[config.mk]
export PLATFORM = sky130hd
export DESIGN_NAME = rau_back
export DESIGN_NICKNAME = d
export VERILOG_FILES = /design/src/rtl/rau_pkg.sv /design/src/rtl/rau_back.sv
export SDC_FILE = /design/constraint.sdc
export NUM_CORES = 2
export LEC_CHECK = 0
export ABC_CLOCK_PERIOD_IN_PS = 20300
export BUFFER_PORTS_ARGS = -buffer_cell sky130_fd_sc_hd__clkbuf_2
export CORE_ASPECT_RATIO = 1.75
export CORE_UTILIZATION = 63
export CTS_CLUSTER_DIAMETER = 60
export DETAILED_ROUTE_END_ITERATION = 12
export HOLD_SLACK_MARGIN = 0.05
export PLACE_DENSITY = 0.81
export SLEW_MARGIN = 20
export SYNTH_ARGS = -nofsm -noshare
export SYNTH_HDL_FRONTEND = slang
export SYNTH_SLANG_ARGS = --single-unit
[constraint.sdc]
create_clock -name clk -period 20.3 [get_ports clk]
set_clock_uncertainty 0.2 [all_clocks]
set_input_delay 5.075 -clock clk [delete_from_list [all_inputs] [get_ports clk]]
set_output_delay 5.075 -clock clk [all_outputs]
set_load 0.03 [all_outputs]
[src/rtl/rau_pkg.sv]
// Package for the rational arithmetic unit: payload structs, operation codes
// and the operand width. No dependencies.
package rau_pkg;
  localparam int OperandWidth = 32;
  localparam int WideWidth = 64;

  localparam logic [2:0] OP_NORM = 3'd0;
  localparam logic [2:0] OP_ADD  = 3'd1;
  localparam logic [2:0] OP_SUB  = 3'd2;
  localparam logic [2:0] OP_MUL  = 3'd3;
  localparam logic [2:0] OP_DIV  = 3'd4;

  typedef struct packed {
    logic [2:0] req_type;
    logic signed [31:0] a_num;
    logic signed [31:0] a_den;
    logic signed [31:0] b_num;
    logic signed [31:0] b_den;
  } req_t;

  typedef struct packed {
    logic signed [63:0] res_num;
    logic signed [63:0] res_den;
    logic den_zero;
  } res_t;

  // raw fraction handed from front to back
  typedef struct packed {
    logic [WideWidth-1:0] num;
    logic [WideWidth-1:0] den;
  } raw_t;

  function automatic logic signed [WideWidth-1:0] sext_op(input logic [31:0] v);
    logic signed [OperandWidth-1:0] t;
    t = v[OperandWidth-1:0];
    return WideWidth'(t);
  endfunction
endpackage

[src/rtl/rau_back.sv]
// Back end: binary GCD, then two bit-serial divisions by the GCD, sign fixup
// and output register. Depends on rau_pkg.
module rau_back (
  input  logic clk,
  input  logic rst,
  input  rau_pkg::raw_t raw,
  input  logic raw_valid,
  output logic raw_ready,
  output rau_pkg::res_t res,
  output logic res_valid,
  input  logic res_ready
);
  import rau_pkg::*;

  localparam logic [2:0] S_IDLE = 3'd0;
  localparam logic [2:0] S_GCD  = 3'd1;
  localparam logic [2:0] S_DIVN = 3'd2;
  localparam logic [2:0] S_DIVD = 3'd3;
  localparam logic [2:0] S_OUT  = 3'd4;

  logic [2:0] state;
  logic [WideWidth-1:0] x, y, mn, md, quo, rem, g;
  logic [6:0] shift;
  logic [5:0] bitn;
  logic neg;
  logic [WideWidth:0] rem_sh;
  logic [WideWidth:0] diff;

  assign raw_ready = (state == S_IDLE);
  assign res_valid = (state == S_OUT);

  assign rem_sh = {rem, quo[WideWidth-1]};
  assign diff = rem_sh - {1'b0, g};

  always_ff @(posedge clk) begin
    if (rst) begin
      state <= S_IDLE;
    end else begin
      unique case (state)
        S_IDLE: begin
          if (raw_valid) begin
            if (raw.num == '0 || raw.den == '0) state <= S_OUT;
            else state <= S_GCD;
          end
        end
        S_GCD: if (x == y) state <= S_DIVN;
        S_DIVN: if (bitn == 6'd63) state <= S_DIVD;
        S_DIVD: if (bitn == 6'd63) state <= S_OUT;
        S_OUT: if (res_ready) state <= S_IDLE;
        default: state <= S_IDLE;
      endcase
    end
  end

  always_ff @(posedge clk) begin
    unique case (state)
      S_IDLE: begin
        neg <= raw.num[WideWidth-1] ^ raw.den[WideWidth-1];
        mn <= raw.num[WideWidth-1] ? -raw.num : raw.num;
        md <= raw.den[WideWidth-1] ? -raw.den : raw.den;
        x <= raw.num[WideWidth-1] ? -raw.num : raw.num;
        y <= raw.den[WideWidth-1] ? -raw.den : raw.den;
        shift <= '0;
        bitn <= '0;
        res.den_zero <= 1'b0;
        if (raw.num == '0) begin
          res.res_num <= '0;
          res.res_den <= WideWidth'(1);
        end else if (raw.den == '0) begin
          res.res_num <= raw.num;
          res.res_den <= '0;
          res.den_zero <= 1'b1;
        end
      end
      S_GCD: begin
        if (x == y) begin
          g <= x << shift;
          quo <= mn;
          rem <= '0;
        end else if (!x[0] && !y[0]) begin
          x <= x >> 1;
          y <= y >> 1;
          shift <= shift + 7'd1;
        end else if (!x[0]) begin
          x <= x >> 1;
        end else if (!y[0]) begin
          y <= y >> 1;
        end else if (x > y) begin
          x <= (x - y) >> 1;
        end else begin
          y <= (y - x) >> 1;
        end
      end
      S_DIVN, S_DIVD: begin
        if (!diff[WideWidth]) begin
          rem <= diff[WideWidth-1:0];
          quo <= {quo[WideWidth-2:0], 1'b1};
        end else begin
          rem <= rem_sh[WideWidth-1:0];
          quo <= {quo[WideWidth-2:0], 1'b0};
        end
        bitn <= bitn + 6'd1;
        if (bitn == 6'd63) begin
          if (state == S_DIVN) begin
            res.res_num <= neg ? -{quo[WideWidth-2:0], !diff[WideWidth]}
                               : {quo[WideWidth-2:0], !diff[WideWidth]};
            quo <= md;
            rem <= '0;
          end else begin
            res.res_den <= {quo[WideWidth-2:0], !diff[WideWidth]};
          end
        end
      end
      default: ;
    endcase
  end
endmodule

# Yosys cells after proc, flatten, opt, wreduce, memory -nomap -nowiden

Cells that the tools add are included.

Bits in registers: 594
Word-level logic and storage cells: 112

Add/subtract/negate cells: 8
Order comparisons: 1
Eq/ne operators: 21
Shifts and indexed selects: 1
Multiplexer cells: 42
Bitwise logic cells: 1
Reductions and logical operators: 22

Operator list:

| kind                                                             | number |
|---|---|
| 64-bit two-way mux                                               | 22 |
| 64-bit one-hot mux with 2 select lines                           | 4 |
| 128-bit two-way mux                                              | 2 |
| 128-bit one-hot mux with 2 select lines                          | 1 |
| 64-bit negation                                                  | 3 |
| 129-bit two-way mux                                              | 1 |
| 64-bit zero test                                                 | 2 |
| 64-bit subtractor                                                | 2 |
| 65-bit by 64-bit subtractor with 65-bit output                   | 1 |
| 64-bit == test                                                   | 1 |
| 64-bit greater-than comparator                                   | 1 |
| 64-bit by 7-bit left shift with 64-bit output                    | 1 |
| 3-bit two-way mux                                                | 6 |
| 2-bit inequality test (second input constant)                    | 9 |
| 4-bit AND reduction                                              | 4 |
| 3-bit one-hot mux with 5 select lines                            | 1 |
| 7-bit two-way mux                                                | 2 |
| 7-bit one-hot mux with 2 select lines                            | 1 |
| 4-bit inequality test (second input constant)                    | 3 |
| 6-bit one-hot mux with 2 select lines                            | 1 |
| 7-bit by 1-bit adder with 7-bit output (second input constant)   | 1 |
| 6-bit by 1-bit adder with 6-bit output (second input constant)   | 1 |
| 3-bit by 2-bit == test with 1-bit output (second input constant) | 2 |
| 6-bit == test (second input constant)                            | 1 |
| other kinds (16)                                                 | 23 |

# Longest topological paths before layout

Depth after elaboration: 7
Mapped depth: 22
Gate-level depth less buffers: 20

# Least setup slack after synthesis

Ideal clock, no wire load.

Path kind: flip-flop to output port
Start point: reg state[1]
End point: out raw_ready
Arrival: 10.057 ns
Required time: 15.025 ns
Path slack: 4.968 ns
Cell stages (with the launch flop): 3
Cells stage by stage: dfxtp_1 clkbuf_1 nor3_1

Cells in the longest elaborated chain, start to end: 1

Ends and longest elaborated chain:

| element                  | RTL line       | source |
|---|---|---|
| start: declaration       | rau_back.sv:21 | `logic [2:0] state;` |
| start signal: assignment | rau_back.sv:37 | `state <= S_IDLE;` |
| start signal: assignment | rau_back.sv:42 | `if (raw.num == '0 \|\| raw.den == '0) state <= S_OUT;` |
| start signal: assignment | rau_back.sv:43 | `else state <= S_GCD;` |
| 3-bit zero test          | rau_back.sv:29 | `assign raw_ready = (state == S_IDLE);` |
| end: declaration         | rau_back.sv:8  | `output logic raw_ready,` |

No other way between the ends.

# Final worst setup path

Start point: in raw[66] (netlist bit)
End point: reg res[73] (netlist bit) (enable)

Cells in the longest elaborated chain, start to end: 3

Ends and longest elaborated chain:

| element                                                           | RTL line       | source |
|---|---|---|
| start: declaration                                                | rau_back.sv:6  | `input rau_pkg::raw_t raw,` |
| 64-bit zero test                                                  | rau_back.sv:66 | `if (raw.num == '0) begin` |
| 3-bit by 1-bit inequality test with 1-bit output (no source line) | n/a            |  |
| 4-bit AND reduction (no source line)                              | n/a            |  |
| end: declaration                                                  | rau_back.sv:9  | `output rau_pkg::res_t res,` |

No other way between the ends.
A chain may end at the register's enable or synchronous reset.

==> flow_summary_export.csv <==
group,metric,value,unit
run_status,status,"finished clean",
synth,ys_warn_count,0,
floorplan,start_util,0.636,
power,clockPowerShare,0.243,
detailed_routing,wirelength,174000,um
synth,postSynthAreaPerCell,9.20,um2
clock_tree,cts_root_buf,"clkbuf_16",
clock_tree,cts.htree.levels,2,
clock_tree,cts_buffers,56,
clock_tree,cts_sinks,594,
synth,synth_area,0.0434,mm2
synth,synth_common_cells,"edfxtp_1 (591), nand2_1 (524), nor2_1 (479)",
worst_setup_path,arrival,9.27,ns
power,cellPowerDensity,102,mW/mm2
detailed_routing,drtIter0Drc,6110,
sta,hold_slack,0.322,ns
power,swShare,0.422,
global_routing,grt_pass1_vias,38500,
detailed_routing,vias_per_cell,7.08,
sta,slew_headroom,0.128,
worst_setup_path,path_max_fanout,59,
power,intPower,0.00278,W
clock_tree,clk_latency,0.65,ns
synth,yosysSeqAreaShare,0.410,
synth,yosysMostFrequentCell,"edfxtp_1",
detailed_routing,num_vias,40700,
detailed_routing,dr.pass1.iters,10,
synth,synth_top_area_share,0.409,
worst_setup_path,r2r_slack,13.78,ns
floorplan,boundaryPins,263,
place,io_buffer_count,262,
worst_setup_path,r2r_cells,13,
synth,ys_ff_latch,594,
worst_hold_path,min_path_type,"reg -> reg",
global_routing,antenna_found_initial,20,
layout,instances_no_fill,5755,
worst_setup_path,path_class,"in -> reg",
sta,final_hold_viol_count,0,
power,p_leak,18.2,nW
detailed_routing,drc,0,
synth,yosysUniqueCellTypes,88,
power,vdd_drop_max,79.1,uV
sta,period_share,0.453,
place,gp_congestion,1.11,
layout,drive_gt1_frac,0.117,
synth,syn_inst,4721,
global_routing,grt_overflow,0,
layout,layout.nets,5132,
synth,synthesis.nets,5055,
global_routing,grt_max_degree,133,
layout,final_cell_area,0.0473,mm2
flow_run,cap_viol_max_count,0,
clock_tree,clk_path_buf_depth,3,
floorplan,fp.coreArea,0.0683,mm2
global_routing,grt_util_all_layers,0.485,
synth,synth-main-ff-cell,"edfxtp_1",
global_routing,grt_pass1_wl,250000,um
floorplan,die_y,349,um
floorplan,row_count,127,
synth,synth-edff-count,591,
sta,min_period,9.20,ns
layout,fill_cells,5356,
clock_tree,clkTransAtPathRegs,0.07,ns
worst_setup_path,required,20.37,ns
power,comb_power_share,0.420,
sta,timing.fmax,0.109,GHz
sta,worstMarginPinSlew,1.30,ns
layout,final_core_util,0.692,
sta,rsz0062_at_grt,"no",
synth,synthTopCellsByArea,"edfxtp_1 (41%), ha_1 (5.7%), xnor2_1 (4.6%), nand2_1 (4.5%), a21oi_1 (4.3%)",
clock_tree,cts_setup_buffers,0,
layout,area_delta_synth_final,8.87,%
detailed_routing,ant_nets,0,
clock_tree,tritoncts,"yes",
sta,setup_tns,0,ns
power,seq_power_share,0.337,
synth,yosysTopAreaCell,"edfxtp_1",
detailed_routing,post_drt_wl_per_cell,30.1,um
floorplan,dieWidth,200,um
worst_setup_path,critPathLaunchType,"primary input",
clock_tree,cts.repair.resized,0,
floorplan,die-area,0.0700,mm2
place,dpl.hpwl,130000,um
sta,drv_slew,0,
sta,setup-violations-final,0,
place,post-place-cells,5641,
synth,async_flop_share,0,
power,netSwitchingPower,0.00203,W
worst_hold_path,holdPathStages,2,
place,placed_area,0.0452,mm2
worst_setup_path,crit_path_end_kind,"register",
clock_tree,postCtsHoldBufs,0,
## worst paths after layout
kind	end	start
setup / recovery	res[73]$_DFFE_PP_	raw[66]
hold / removal	quo[45]$_DFFE_PP_	mn[45]$_DFFE_PP_
setup reg to reg	y[50]$_DFFE_PP_	x[11]$_DFFE_PP_
hold reg to reg	quo[45]$_DFFE_PP_	mn[45]$_DFFE_PP_
## state kept, by name, summed over array words and instances (netlist names)
signal  count
g          64
y          64
x          64
rem        64
res       129
md         64
state       3
neg         1
bitn        6
mn         64
quo        64
shift       7
## layer usage
layer / track usage / wire length (um) / vias up
met1: 0.532 / 54400 / 19000
met4: 0.422 / 19200 / 20
met2: 0.789 / 79000 / 3361
li1: - / - / 17500
met3: 0.118 / 20700 / 915
met5: 0 / 172 / -
## power groups by stage
stage	Clock, W	Combinational, W	Sequential [W]
global route	0.00120	0.00210	0.00162
detailed placement	0	0.00190	0.00163
finish	0.00117	0.00202	0.00162
CTS	0.00116	0.00191	0.00160
floorplan	0	0.00125	0.00160
global placement	0	0.00189	0.00163
## cells in the final DEF (no fill, tap or decap), types with 24 or more instances in the layout
| cell | n |
|---|---|
| nand3_1 | 97 |
| a31oi_1 | 44 |
| clkbuf_16 | 56 |
| mux4_2 | 51 |
| o31ai_1 | 63 |
| a221oi_1 | 83 |
| a22oi_1 | 44 |
| and2_1 | 77 |
| mux2i_1 | 76 |
| nand2b_1 | 24 |
| o21ai_0 | 329 |
| or2_2 | 24 |
| ha_1 | 199 |
| or3_1 | 37 |
| xor2_1 | 133 |
| o41ai_1 | 32 |
| nand4_1 | 67 |
| edfxtp_1 | 591 |
| or4_1 | 25 |
| nand2_1 | 523 |
| o21a_1 | 29 |
| xnor2_1 | 227 |
| nor3_1 | 55 |
| inv_1 | 241 |
| clkbuf_2 | 262 |
| buf_4 | 49 |
| o21bai_1 | 53 |
| nor2_1 | 475 |
| mux2_2 | 33 |
| a21oi_1 | 369 |
| a211oi_1 | 63 |
| a21o_1 | 66 |
## worst max-delay path, stage by stage
cell and delay (ns):
clkbuf_2 0.13, or4_1 0.61, nor4_1 0.62, nand2_1 0.37
nor3_4 0.39, nand2_1 0.17, nor4_2 0.55, a21oi_1 0.14
nand2_1 0.11, nand2_1 0.14, nor2_4 0.23, buf_4 0.68
## layout make-up
type	count	area, um2	share of cell area
diodes	9	22.5	0.000476
clock inverters	44	569	0.0120
flip-flops and latches	594	17800	0.377
repair buffers	313	1710	0.0362
clock buffers	59	1410	0.0299
well taps	903	1130	0.0239
multi-input cells	3589	23700	0.501
inverters	244	916	0.0194
## logic make-up (layout without fill, tap and decap cells)
family	Yosys count	count (layout)	share of synthesized area
AND/OR/NAND/NOR	1529	1529	0.163
other	0	9	0
buffers and inverters	538	660	0.0476
AO/OA/AOI/OAI	1337	1337	0.196
adder cells (fa/ha/maj)	202	202	0.0587
flip-flops	594	594	0.410
multiplexers	160	160	0.0525
XOR/XNOR	361	361	0.0728
## through the flow
step           power [W]  setup slack [ns]
5_1_grt          0.00492             10.84
2_1_floorplan    0.00285              4.97
4_1_cts          0.00467             11.25
6_report         0.00481             11.10
3_3_place_gp     0.00352             10.76
3_5_place_dp     0.00353             10.57
No activity file was read; power rests on OpenSTA's default activity.
