<file path="config.mk">
export PLATFORM = sky130hd
export DESIGN_NAME = rau_queue
export DESIGN_NICKNAME = d
export VERILOG_FILES = /design/src/rtl/rau_pkg.sv /design/src/rtl/rau_queue.sv
export SDC_FILE = /design/constraint.sdc
export NUM_CORES = 1
export LEC_CHECK = 0
export ABC_AREA = 1
export ABC_CLOCK_PERIOD_IN_PS = 11100
export BUFFER_PORTS_ARGS = -buffer_cell sky130_fd_sc_hd__buf_2
export CAP_MARGIN = 10
export CORE_ASPECT_RATIO = 0.75
export CORE_MARGIN = 2
export CORE_UTILIZATION = 37
export CTS_CLUSTER_DIAMETER = 100
export DETAILED_ROUTE_END_ITERATION = 8
export SYNTH_ARGS = -nofsm -noshare
export SYNTH_HDL_FRONTEND = slang
export SYNTH_SLANG_ARGS = --single-unit
</file>
<file path="constraint.sdc">
create_clock -name clk -period 11.1 [get_ports clk]
set_clock_uncertainty 0.15 [all_clocks]
set_input_delay 0.555 -clock clk [delete_from_list [all_inputs] [get_ports clk]]
set_output_delay 0.555 -clock clk [all_outputs]
set_load 0.03 [all_outputs]
</file>
<file path="src/rtl/rau_pkg.sv">
// Package for the rational arithmetic unit: payload structs, operation codes
// and the operand width. No dependencies.
package rau_pkg;
  localparam int OperandWidth = 32;
  localparam int WideWidth = 64;

  localparam logic [2:0] OP_NORM = 3'd0;
  localparam logic [2:0] OP_ADD  = 3'd1;
  localparam logic [2:0] OP_SUB  = 3'd2;
  localparam logic [2:0] OP_MUL  = 3'd3;
  localparam logic [2:0] OP_DIV  = 3'd4;

  typedef struct packed {
    logic [2:0] req_type;
    logic signed [31:0] a_num;
    logic signed [31:0] a_den;
    logic signed [31:0] b_num;
    logic signed [31:0] b_den;
  } req_t;

  typedef struct packed {
    logic signed [63:0] res_num;
    logic signed [63:0] res_den;
    logic den_zero;
  } res_t;

  // raw fraction handed from front to back
  typedef struct packed {
    logic [WideWidth-1:0] num;
    logic [WideWidth-1:0] den;
  } raw_t;

  function automatic logic signed [WideWidth-1:0] sext_op(input logic [31:0] v);
    logic signed [OperandWidth-1:0] t;
    t = v[OperandWidth-1:0];
    return WideWidth'(t);
  endfunction
endpackage

</file>
<file path="src/rtl/rau_queue.sv">
// Two-entry queue between front and back ends. Depends on rau_pkg.
module rau_queue (
  input  logic clk,
  input  logic rst,
  input  rau_pkg::raw_t in_data,
  input  logic in_valid,
  output logic in_ready,
  output rau_pkg::raw_t out_data,
  output logic out_valid,
  input  logic out_ready
);
  import rau_pkg::*;

  raw_t mem [2];
  logic wp, rp;
  logic [1:0] count;
  logic push, pop;

  assign in_ready = (count != 2'd2);
  assign out_valid = (count != 2'd0);
  assign out_data = mem[rp];
  assign push = in_valid && in_ready;
  assign pop = out_valid && out_ready;

  always_ff @(posedge clk) begin
    if (rst) begin
      wp <= 1'b0;
      rp <= 1'b0;
      count <= 2'd0;
    end else begin
      if (push) wp <= ~wp;
      if (pop) rp <= ~rp;
      count <= count + {1'b0, push} - {1'b0, pop};
    end
  end

  always_ff @(posedge clk) begin
    if (push) mem[wp] <= in_data;
  end
endmodule

</file>
---- Yosys cells after proc, flatten, opt, wreduce, memory -nomap -nowiden ----
Memory sizes are Yosys's and may differ from the RTL's. A register that Yosys moved wholly into a read port is not among the register bits.
Cells that the tools add are included.
word-level totals
  register bits after elaboration ......... 4
  memories kept ........................... 1
  word-level logic and storage cells ...... 16
  input port bits ......................... 132
  output and inout port bits .............. 130
  memory bits (writable) .................. 256
  memory bits (read-only) ................. 0
  latch bits .............................. 0
memories
  memory  words  width  read ports  clocked after Yosys merged registers in  wr ports  line             source
  mem     2      128    1           1                                        1         rau_queue.sv:14  raw_t mem [2];
cells by class
  div/mod/pow operators ................... 0
  multiplexer cells ....................... 4
  bitwise gates (word level) .............. 2
  reductions and logical operators ........ 3
  shift operators ......................... 0
  equal/unequal tests ..................... 1
  add/sub/neg operators ................... 2
  multipliers ............................. 0
  magnitude comparators ................... 0
operator list
  cell                                  number
  2-to-1 mux 1 bit                      4
  adder 2 x 1 -> 2 bit                  1
  logical AND 1 bit                     2
  != test 2 bit, second input constant  1
  NOT 1 bit                             2
  nonzero test 2 bit                    1
  subtractor 2 x 1 -> 2 bit             1

---- Depth between registers and ports, before layout ----
Gate-level depths: netlist of run 1.
  depth in word-level cells ............... 4
  depth in mapped cells ................... 11
  depth with buffers taken out ............ 11

---- Least setup slack after synthesis of run 1 ----
Ideal clock, no wire load.
  path kind ............................... register to register
  from .................................... reg count[0]
  to ...................................... mem mem[0][0] (netlist name) (enable)
  period minus slack after synthesis ...... 6.870 ns
  arrival time ............................ 6.103 ns
  buffers on the path ..................... 0
  required time ........................... 10.333 ns
  cell stages (with the launch flop) ...... 5
  setup time .............................. 0.617 ns
  slack ................................... 4.230 ns
  cells stage by stage .................... dfxtp_1 -> inv_1 -> nand2_1 -> nand2_1 -> nor2_1
on the way
  word-level cells in the longest chain between the ends .. 4
ends and longest elaborated chain
  item                                    line             source
  from (decl)                             rau_queue.sv:16  logic [1:0] count;
  from (signal assigned)                  rau_queue.sv:33  count <= count + {1'b0, push} - {1'b0, pop};
  != test 2 bit                           rau_queue.sv:19  assign in_ready = (count != 2'd2);
  via in_ready                            rau_queue.sv:7   output logic in_ready,
  logical AND 1 bit                       rau_queue.sv:22  assign push = in_valid && in_ready;
  2-to-1 mux 1 bit                        rau_queue.sv:38  if (push) mem[wp] <= in_data;
  2-to-1 mux 1 bit (implied by the code)  rau_queue.sv:38
  to (decl)                               rau_queue.sv:14
The timed path passes the listed nets, and every way through them passes these cells.

==> results of run 1 <==
[layout by cell type (no fill, tap or decap), types with 3 or more instances in the layout]
cell type and count:
clkbuf_16 27, buf_2 261, clkbuf_1 11, edfxtp_1 256
nand3_1 3, mux2_2 128, nor2_1 8, inv_1 7
buf_4 4, nand2_1 8, dfxtp_1 4
[through the flow]
step | setup slack (ns) | area [sq um] | utilization | hold WS (ns) | std cells
floorplan | 4.230 | 9550 | - | 0.3175 | 435
global placement | 8.000 | 11150 | 0.4432 | 0.3394 | 1024
detailed placement | 7.934 | 11150 | 0.4432 | 0.3704 | 1024
CTS | 7.381 | 11960 | 0.4757 | 0.03356 | 1069
global route | 7.308 | 11970 | 0.4758 | 0.03833 | 1070
finish | 7.517 | 11970 | 0.4759 | 0.06102 | 1071
[worst max-delay path, stage by stage, from the launching register on]
cell and delay (ns):
dfxtp_4 0.99, buf_4 0.71, mux2_2 0.42, buf_2 0.18
[Yosys cell counts, drive strengths merged]
cell type  instances  area [sq um]
mux2             128          1441
edfxtp           256          7687
dfxtp              5         100.1
nor2               9         33.78
clkbuf             8         110.1
inv                8         30.03
nand2              8         30.03
a21oi              2         10.01
buf                6         67.56
nand3              3         15.01
ha                 2         25.02
[per-layer routing]
metal  track usage  wire (um)
met5             0         27
met4       0.03386        413
met3       0.04915       1775
met2        0.2157       8705
met1        0.1727       8217
[final timing paths]
check                 from      endpoint  depth (start not counted)
setup / recovery      flop  out_data[39]                          3
hold reg to reg         rp            rp                          2
setup reg to reg  count[0]    mem[1][76]                          5
hold / removal         rst      count[0]                          2
[registers in the layout, summed over array words and instances, names as in the netlist, named ones only]
name and flops:
mem 256, count 2, rp 1, wp 1
[where the power goes]
group	total [uW]	leakage (uW)	switching (uW)	internal (uW)
clock network	841	0.000395	336	504
logic	783	0.00161	519	264
registers	1310	0.00243	62.9	1250
[area by class of cell]
class | instances | area, sq um
multi-input cells | 152 | 1563
fillers | 2155 | 13180
clock buffers | 40 | 744.5
inverters | 8 | 32.53
flip-flops and latches | 261 | 7791
clock inverters | 5 | 72.57
well taps | 338 | 422.9
diodes | 2 | 5.005
repair buffers | 265 | 1336
[cell families (layout without fill, tap and decap cells)]
kind of cell    Yosys count  in the layout  synth area share
mux                     128            128            0.1509
compound gates            2              2          0.001048
buf+inv                  22            318           0.02175
flops                   261            261            0.8154
other cells               0              2                 0
fa+ha+maj                 2              2          0.002620
simple gates             20             20          0.008253
==> out/metrics.cfg, run 1 <==
[place]
dp.final_hpwl_mm = 12.53
port-buffer-count = 261
place_congestion = 0.8070

[floorplan]
ios = 262
rows = 50
dieArea_sq_um = 27130
coreArea_sq_um = 25150
initial_core_util = 0.3798
die_h_um = 143.1
die_x_um = 189.5

[power_and_ir_drop]
power_density_nw_per_um2 = 245.4
finalPower_uw = 2936
p_leak_uw = 0.004442
ir_drop_v = 0.0001195

[cts]
holdBufCountCts = 0
clockBufferDepth = 3
cts_buffers = 27
root_buffer = clkbuf_16
clk_pin_slew_worst_paths_ns = 0.06
cts_max_level = 1
cts_resized = 0
cts_setup_buffers = 0
worstSkewPairLatency_ns = 0.51
tritoncts = done
cts_sinks = 261

[critical_path]
crit_path_end_kind = output port
critical_path_class = flop to output port
timing.reg2reg.setup_slack_ns = 8.29
cp_data_required_time_ns = 10.40
cp_max_fo = 76
start_kind = flop
arrival_ns = 2.88

[layout]
syn_to_final_growth_pct = 25.31
layout-drive-gt1-share = 0.5855
nNetsFinal = 849

[drt]
wl_per_cell_um = 17.87
drt_iter0_drc = 294
drtPass1Iterations = 4
wl_mm = 19.14
remaining_drc_errors = 0
vias_per_cell = 4.601
drt.antenna.violating_nets = 0
dr_total_vias = 4928

[synthesis]
synth-seq-cells = 261
ys_types = 11
synth_nets = 569
syn_area_per_cell_sq_um = 21.95
yosys_warnings = 0
syn_area_sq_um = 9550
yosysSeqAreaShare = 0.8154
netlist_instances = 435

[grt]
grt-ovfl-total = 0
track_usage = 0.1339
antenna_found_initial = 4
grt_pass1_wl_mm = 28.20
grt_max_degree = 81
grt_pass1_vias = 5214

[sta]
period_share = 0.3228
tightestPinTransition_ns = 1.108
setup_viol = 0
max_slew_margin = 0.2613
grt_setup_unrepaired = false
max_freq_ghz = 0.2791
final.setup.tns_ns = 0
drv_slew = 0
timing.final.crit_period_ns = 3.583
hold_violations = 0

[min_path]
min_path_type = input pin to flop

[status]
status = finished clean

[job]
cap_viol_max_count = 0

(Power assumes the default switching activity.)
==> run 2: changes to the inputs <==
ABC_AREA = 0   (was 1)
ABC_CLOCK_PERIOD_IN_PS = 2950   (was 11100)
clock period = 2.95 ns   (was 11.1 ns; I/O delays follow)
==> out/metrics.cfg, run 2 <==
[status]
status = finished clean

[power_and_ir_drop]
p_sw_frac = 0.3107  ; -0.002062
p_int_uw = 7968  ; +290%
power_switching_uw = 3591  ; +290%
p_leak_uw = 0.005033  ; +13%
combPwrFrac = 0.284  ; +0.017
pwr-share-seq = 0.419  ; -0.028
clkPwrFrac = 0.297  ; +0.011
finalPower_uw = 11560  ; +290%
ir_drop_v = 0.0006067  ; +410%
power_density_nw_per_um2 = 860.9  ; +250%

[layout]
layout-drive-gt1-share = 0.5164  ; -0.06911
largest_registers = mem x256, count x2
final_cell_mix = buf_2 (261), edfxtp_1 (256), dlygate4sd3_1 (131)
syn_to_final_growth_pct = 40.80
final-seq-area_sq_um = 7792  ; about the same
antenna_cells = 0  ; -2
layout_commonest_cell = buf_2
regMostFlops = mem
nFillCells = 2007  ; -6.9%
design_area_sq_um = 13430  ; +12%
multi_input_area_sq_um = 1593  ; +1.9%
nNetsFinal = 970  ; +14%
largest_reg_flops = 256  ; unchanged
fin_util = 0.5339  ; +0.05806

[min_path]
min_path_type = input pin to flop
min_path_cells = 2  ; unchanged
min_from = in_data[22]

[critical_path]
crit_path_end_kind = output port
start_kind = flop
cp_data_required_time_ns = 2.65  ; -7.75 ns
rr_startpoint = count[0]
reg2regPathDepth = 3  ; -2
arrival_ns = 2.25  ; -0.63 ns
critical_path_class = flop to output port
cp_max_fo = 54  ; -29%

[floorplan]
rows = 50  ; unchanged
dieArea_sq_um = 27090  ; -0.14%
coreArea_sq_um = 25150  ; unchanged
ios = 262  ; unchanged
die_h_um = 143.0  ; about the same
die_x_um = 189.4  ; about the same
initial_core_util = 0.3792  ; -0.0005473

[synthesis]
syn_area_per_cell_sq_um = 22.60  ; +2.9%
syn_area_sq_um = 9537  ; -0.14%
yosysMostFrequentCell = edfxtp_1
synth_nets = 556  ; -2.3%
synth_top_cell_by_area = edfxtp_1
yosysSeqAreaShare = 0.8166  ; +0.001177
netlist_instances = 422  ; -3.0%
synth_area_leaders = edfxtp_1 (81%), mux2_2 (15%), clkbuf_8 (1.2%)
synth_edf_count = 256  ; unchanged
yosys_warnings = 0  ; unchanged
yosys_most_used_dff = edfxtp_1
ys_types = 16  ; +5
synth.top_cell.area_share = 0.8061  ; +0.001162
synth.top_cells.by_count = edfxtp_1 (256), mux2_2 (129), clkbuf_8 (8)
synth-seq-cells = 261  ; unchanged
synthArstFlopShare = 0  ; unchanged

[cts]
cts_max_level = 1  ; unchanged
clk_pin_slew_worst_paths_ns = 0.06  ; about the same
cts_setup_buffers = 0  ; unchanged
worstSkewPairLatency_ns = 0.53  ; +0.02 ns
cts_sinks = 261  ; unchanged
clockBufferDepth = 3  ; unchanged
root_buffer = clkbuf_16
tritoncts = done
cts_buffers = 27  ; unchanged

[drt]
vias_per_cell = 4.545  ; -1.2%
drt_iter0_drc = 317  ; +7.8%
wl_mm = 20.31  ; +6.1%
wl_met3_mm = 1.369  ; -23%
met2_length_mm = 9.341  ; +7.3%
drtPass1Iterations = 4  ; unchanged
wl_per_cell_um = 17.04  ; -4.6%
dr_total_vias = 5418  ; +9.9%
remaining_drc_errors = 0  ; unchanged
top_layer_used = met4
wl_met1_mm = 9.043  ; +10%
drt.antenna.violating_nets = 0  ; unchanged

[grt]
grt_pass1_vias = 5646  ; +8.3%
grt_pass1_wl_mm = 30.53  ; +8.2%
grt_max_degree = 55  ; -32%
antenna_found_initial = 0  ; -4
track_usage = 0.1444  ; +0.01048
grt-ovfl-total = 0  ; unchanged

[sta]
drv_slew = 0  ; unchanged
max_freq_ghz = 0.3930
hold_violations = 0  ; unchanged
setup_viol = 0  ; unchanged
tightestPinTransition_ns = 0.7210  ; -0.3871 ns
grt_setup_unrepaired = false
period_share = 0.8625
timing.hold.ws_ns = 0.1828  ; +0.1218 ns
timing.final.crit_period_ns = 2.544
max_slew_margin = 0.5194  ; +0.2581

[place]
place_congestion = 0.7911  ; -2.0%
port-buffer-count = 261  ; unchanged
dp.final_hpwl_mm = 13.02  ; +3.9%
place_area_sq_um = 11220  ; +0.67%

[job]
cap_viol_max_count = 0  ; unchanged

==> run 2: worst max-delay path, cell delays in order, from the launching register on <==
cell and delay [ns]:
dfxtp_4 0.70, buf_12 0.34, mux2_2 0.40, buf_2 0.18
==> run 2: cell type report <==
cell class	instances	area share
Sequential cell	261	0.5803
Timing Repair Buffer	399	0.2026
Multi-Input combinational cell	146	0.1186
Clock buffer	33	0.05199
Tap cell	338	0.03149
Clock inverter	14	0.01472
Inverter	1	0.0002795
==> run 2: logic make-up after synthesis <==
logic type | synth area share
buf+inv | 0.01902
fa+ha+maj | 0.002624
xor+xnor | 0.002756
simple gates | 0.005905
compound gates | 0.0007875
flops | 0.8166
mux | 0.1523
==> run 2: power groups by stage <==
stage               registers, uW  logic [uW]  clock network, uW
CTS                          4850        3320               3530
detailed placement           4930        3160                  0
finish                       4840        3280               3430
global route                 4890        3470               3680
floorplan                    4840        2400                  0
global placement             4900        3120                  0
==> run 2: path summary, 6_finish.rpt <==
check | to | slack (ns)
setup reg to reg | mem[1][30] | 0.99
hold reg to reg | rp | 0.38
hold / removal | mem[1][22] | 0.18
setup / recovery | out_data[16] | 0.41
==> run 2: through the flow <==
step	worst slack (ns)	instances	setup TNS (ns)
after global routing	0.2932	1192	0
after CTS	0.3689	1192	0
after global placement	0.9910	1014	0
after floorplan	-0.1116	422	-14.28
after detailed placement	0.9497	1014	0
final	0.4058	1192	0
==> run 2: repair_timing <==
item | in CTS | in global routing
resized for setup | 0 | 0
hold endpoints to repair | 261 | 0
hold buffers | 131 | 0
endpoints found under the setup margin | 0 | 0
==> run 2: routing by layer <==
metal  global-route usage  up-vias
met5                    0        -
met4              0.04692        0
met3              0.03416       38
met2               0.2308      226
met1               0.1961     2642
li1                     -     2512
==> run 3: changes to the inputs <==
ABC_CLOCK_PERIOD_IN_PS = 2900   (was 2950)
CTS_CLUSTER_DIAMETER = 60   (was 100)
clock period = 2.9 ns   (was 2.95 ns; I/O delays follow)
==> out/metrics.cfg, run 3 (synthesis gave the netlist of run 2 again) <==
[grt]
track_usage = 0.1456  ; +0.001243
grt_max_degree = 66  ; +20%
grt_pass1_wl_mm = 31.05  ; +1.7%
grt-ovfl-total = 0  ; unchanged
grt_pass1_vias = 5905  ; +4.6%
antenna_found_initial = 1  ; +1

[layout]
nNetsFinal = 970  ; unchanged
layout-drive-gt1-share = 0.5182  ; +0.001778
regMostFlops = mem
largest_reg_flops = 256  ; unchanged
design_area_sq_um = 13480  ; +0.38%
final_cell_mix = buf_2 (261), edfxtp_1 (256), dlygate4sd3_1 (131)
largest_registers = mem x256, count x2
syn_to_final_growth_pct = 41.34
layout_commonest_cell = buf_2

[critical_path]
crit_path_end_kind = output port
arrival_ns = 2.24  ; about the same
cp-endpoint = out_data[104]
reg2regPathDepth = 7  ; +4
critical_path_class = flop to output port
cp_max_fo = 59  ; +9.3%
start_kind = flop
cp_data_required_time_ns = 2.61  ; -0.04 ns
reg2reg_to = count[1]
rr_startpoint = count[1]
timing.reg2reg.setup_slack_ns = 1.18  ; +0.19 ns

[cts]
cts_max_level = 1  ; unchanged
worstSkewPairLatency_ns = 0.52  ; about the same
cts_resized = 0  ; unchanged
clockBufferDepth = 3  ; unchanged
cts_setup_buffers = 0  ; unchanged
clk_pin_slew_worst_paths_ns = 0.06  ; about the same
cts_buffers = 28  ; +3.7%
cts_sinks = 261  ; unchanged
tritoncts = done
root_buffer = clkbuf_16
holdBufCountCts = 131  ; unchanged

[sta]
max_freq_ghz = 0.3941
timing.final.crit_period_ns = 2.538
max_slew_margin = 0.6409  ; +0.1216
grt_setup_unrepaired = false
setup_viol = 0  ; unchanged
drv_slew = 0  ; unchanged
period_share = 0.8750
tightestPinTransition_ns = 0.5386  ; -0.1823 ns
hold_violations = 0  ; unchanged

[drt]
drtPass1Iterations = 5  ; +1
wl_mm = 20.06  ; -1.2%
vias_per_cell = 4.532  ; -0.30%
remaining_drc_errors = 0  ; unchanged
dr_total_vias = 5402  ; -0.30%
wl_per_cell_um = 16.83  ; -1.2%
drt.antenna.violating_nets = 0  ; unchanged
drt_iter0_drc = 275  ; -13%

[status]
status = finished clean

[place]
place_area_sq_um = 11240  ; +0.16%
dp.final_hpwl_mm = 12.51  ; -3.9%
port-buffer-count = 261  ; unchanged
place_congestion = 0.7904  ; about the same

[floorplan]
coreArea_sq_um = 25150  ; unchanged
initial_core_util = 0.3792  ; unchanged
die_h_um = 143.0  ; unchanged
rows = 50  ; unchanged
ios = 262  ; unchanged
dieArea_sq_um = 27090  ; unchanged
die_x_um = 189.4  ; unchanged

[power_and_ir_drop]
power_density_nw_per_um2 = 874.9  ; +1.6%
p_leak_uw = 0.005047  ; +0.28%
ir_drop_v = 0.0007994  ; +32%
finalPower_uw = 11790  ; +2.0%

[min_path]
min_path_type = input pin to flop
min_from = in_data[5]

[job]
cap_viol_max_count = 0  ; unchanged

[run 3: cell count changes in the layout (fill, tap and decap cells not counted)]
cell,before,now
buf_4,3,0
clkbuf_1,6,3
buf_12,4,6
clkbuf_16,27,29
bufinv_16,5,4
clkinv_1,4,5
clkinv_2,3,2
clkinv_4,1,2
clkinv_8,0,1
clkinvlp_4,0,1
diode_2,0,1
inv_6,1,0
[run 3: through the flow]
| stage | cells | utilization | hold slack, ns | setup slack [ns] | TNS (ns) |
|---|---|---|---|---|---|
| final | 1192 | 0.5360 | 0.1952 | 0.3624 | 0 |
| after global routing | 1192 | 0.5360 | 0.1690 | 0.2402 | 0 |
| after CTS | 1191 | 0.5359 | 0.1582 | 0.3145 | 0 |
| after detailed placement | 1013 | 0.4469 | 0.1860 | 0.8931 | 0 |
| after global placement | 1013 | 0.4469 | 0.1831 | 0.9325 | 0 |
| after floorplan | 422 | - | 0.05920 | -0.1616 | -20.68 |
[run 3: area by class of cell]
cell class              instances  area [sq um]
repair buffers                398          2738
clock inverters                15         190.2
inverters                       1         3.754
multi-input cells             146          1593
well taps                     338         422.9
clock buffers                  32         737.0
flip-flops and latches        261          7792
fillers                      2024         11670
diodes                          1         2.502
[run 3: power by group]
group / internal [uW] / leakage [uW] / total, uW / switching, uW
combinational: 1230 / 0.00216 / 3340 / 2100
clock: 2170 / 0.000448 / 3540 / 1370
sequential: 4740 / 0.00243 / 4920 / 183
[run 3: critical path, stage by stage (launching register included)]
cell and delay (ns):
dfxtp_4 0.70, buf_12 0.34, mux2_2 0.41, buf_2 0.18
[run 3: per-layer routing]
metal | track usage | part of all wire | up-vias
li1 | - | - | 2512
met1 | 0.1914 | 0.43 | 2641
met2 | 0.2387 | 0.47 | 215
met3 | 0.04252 | 0.081 | 34
met4 | 0.03754 | 0.020 | 0
met5 | 0 | 0 | -
[run 3: worst min-delay path by stage]
stage                              to  slack (ns)  cells past startpoint
after floorplan              count[0]        0.06                      1
after global routing      mem[0][116]        0.17                      2
after global placement     mem[0][14]        0.18                      1
final                       mem[1][5]        0.20                      2
after CTS                 mem[1][111]        0.16                      2
after detailed placement  mem[1][111]        0.19                      1
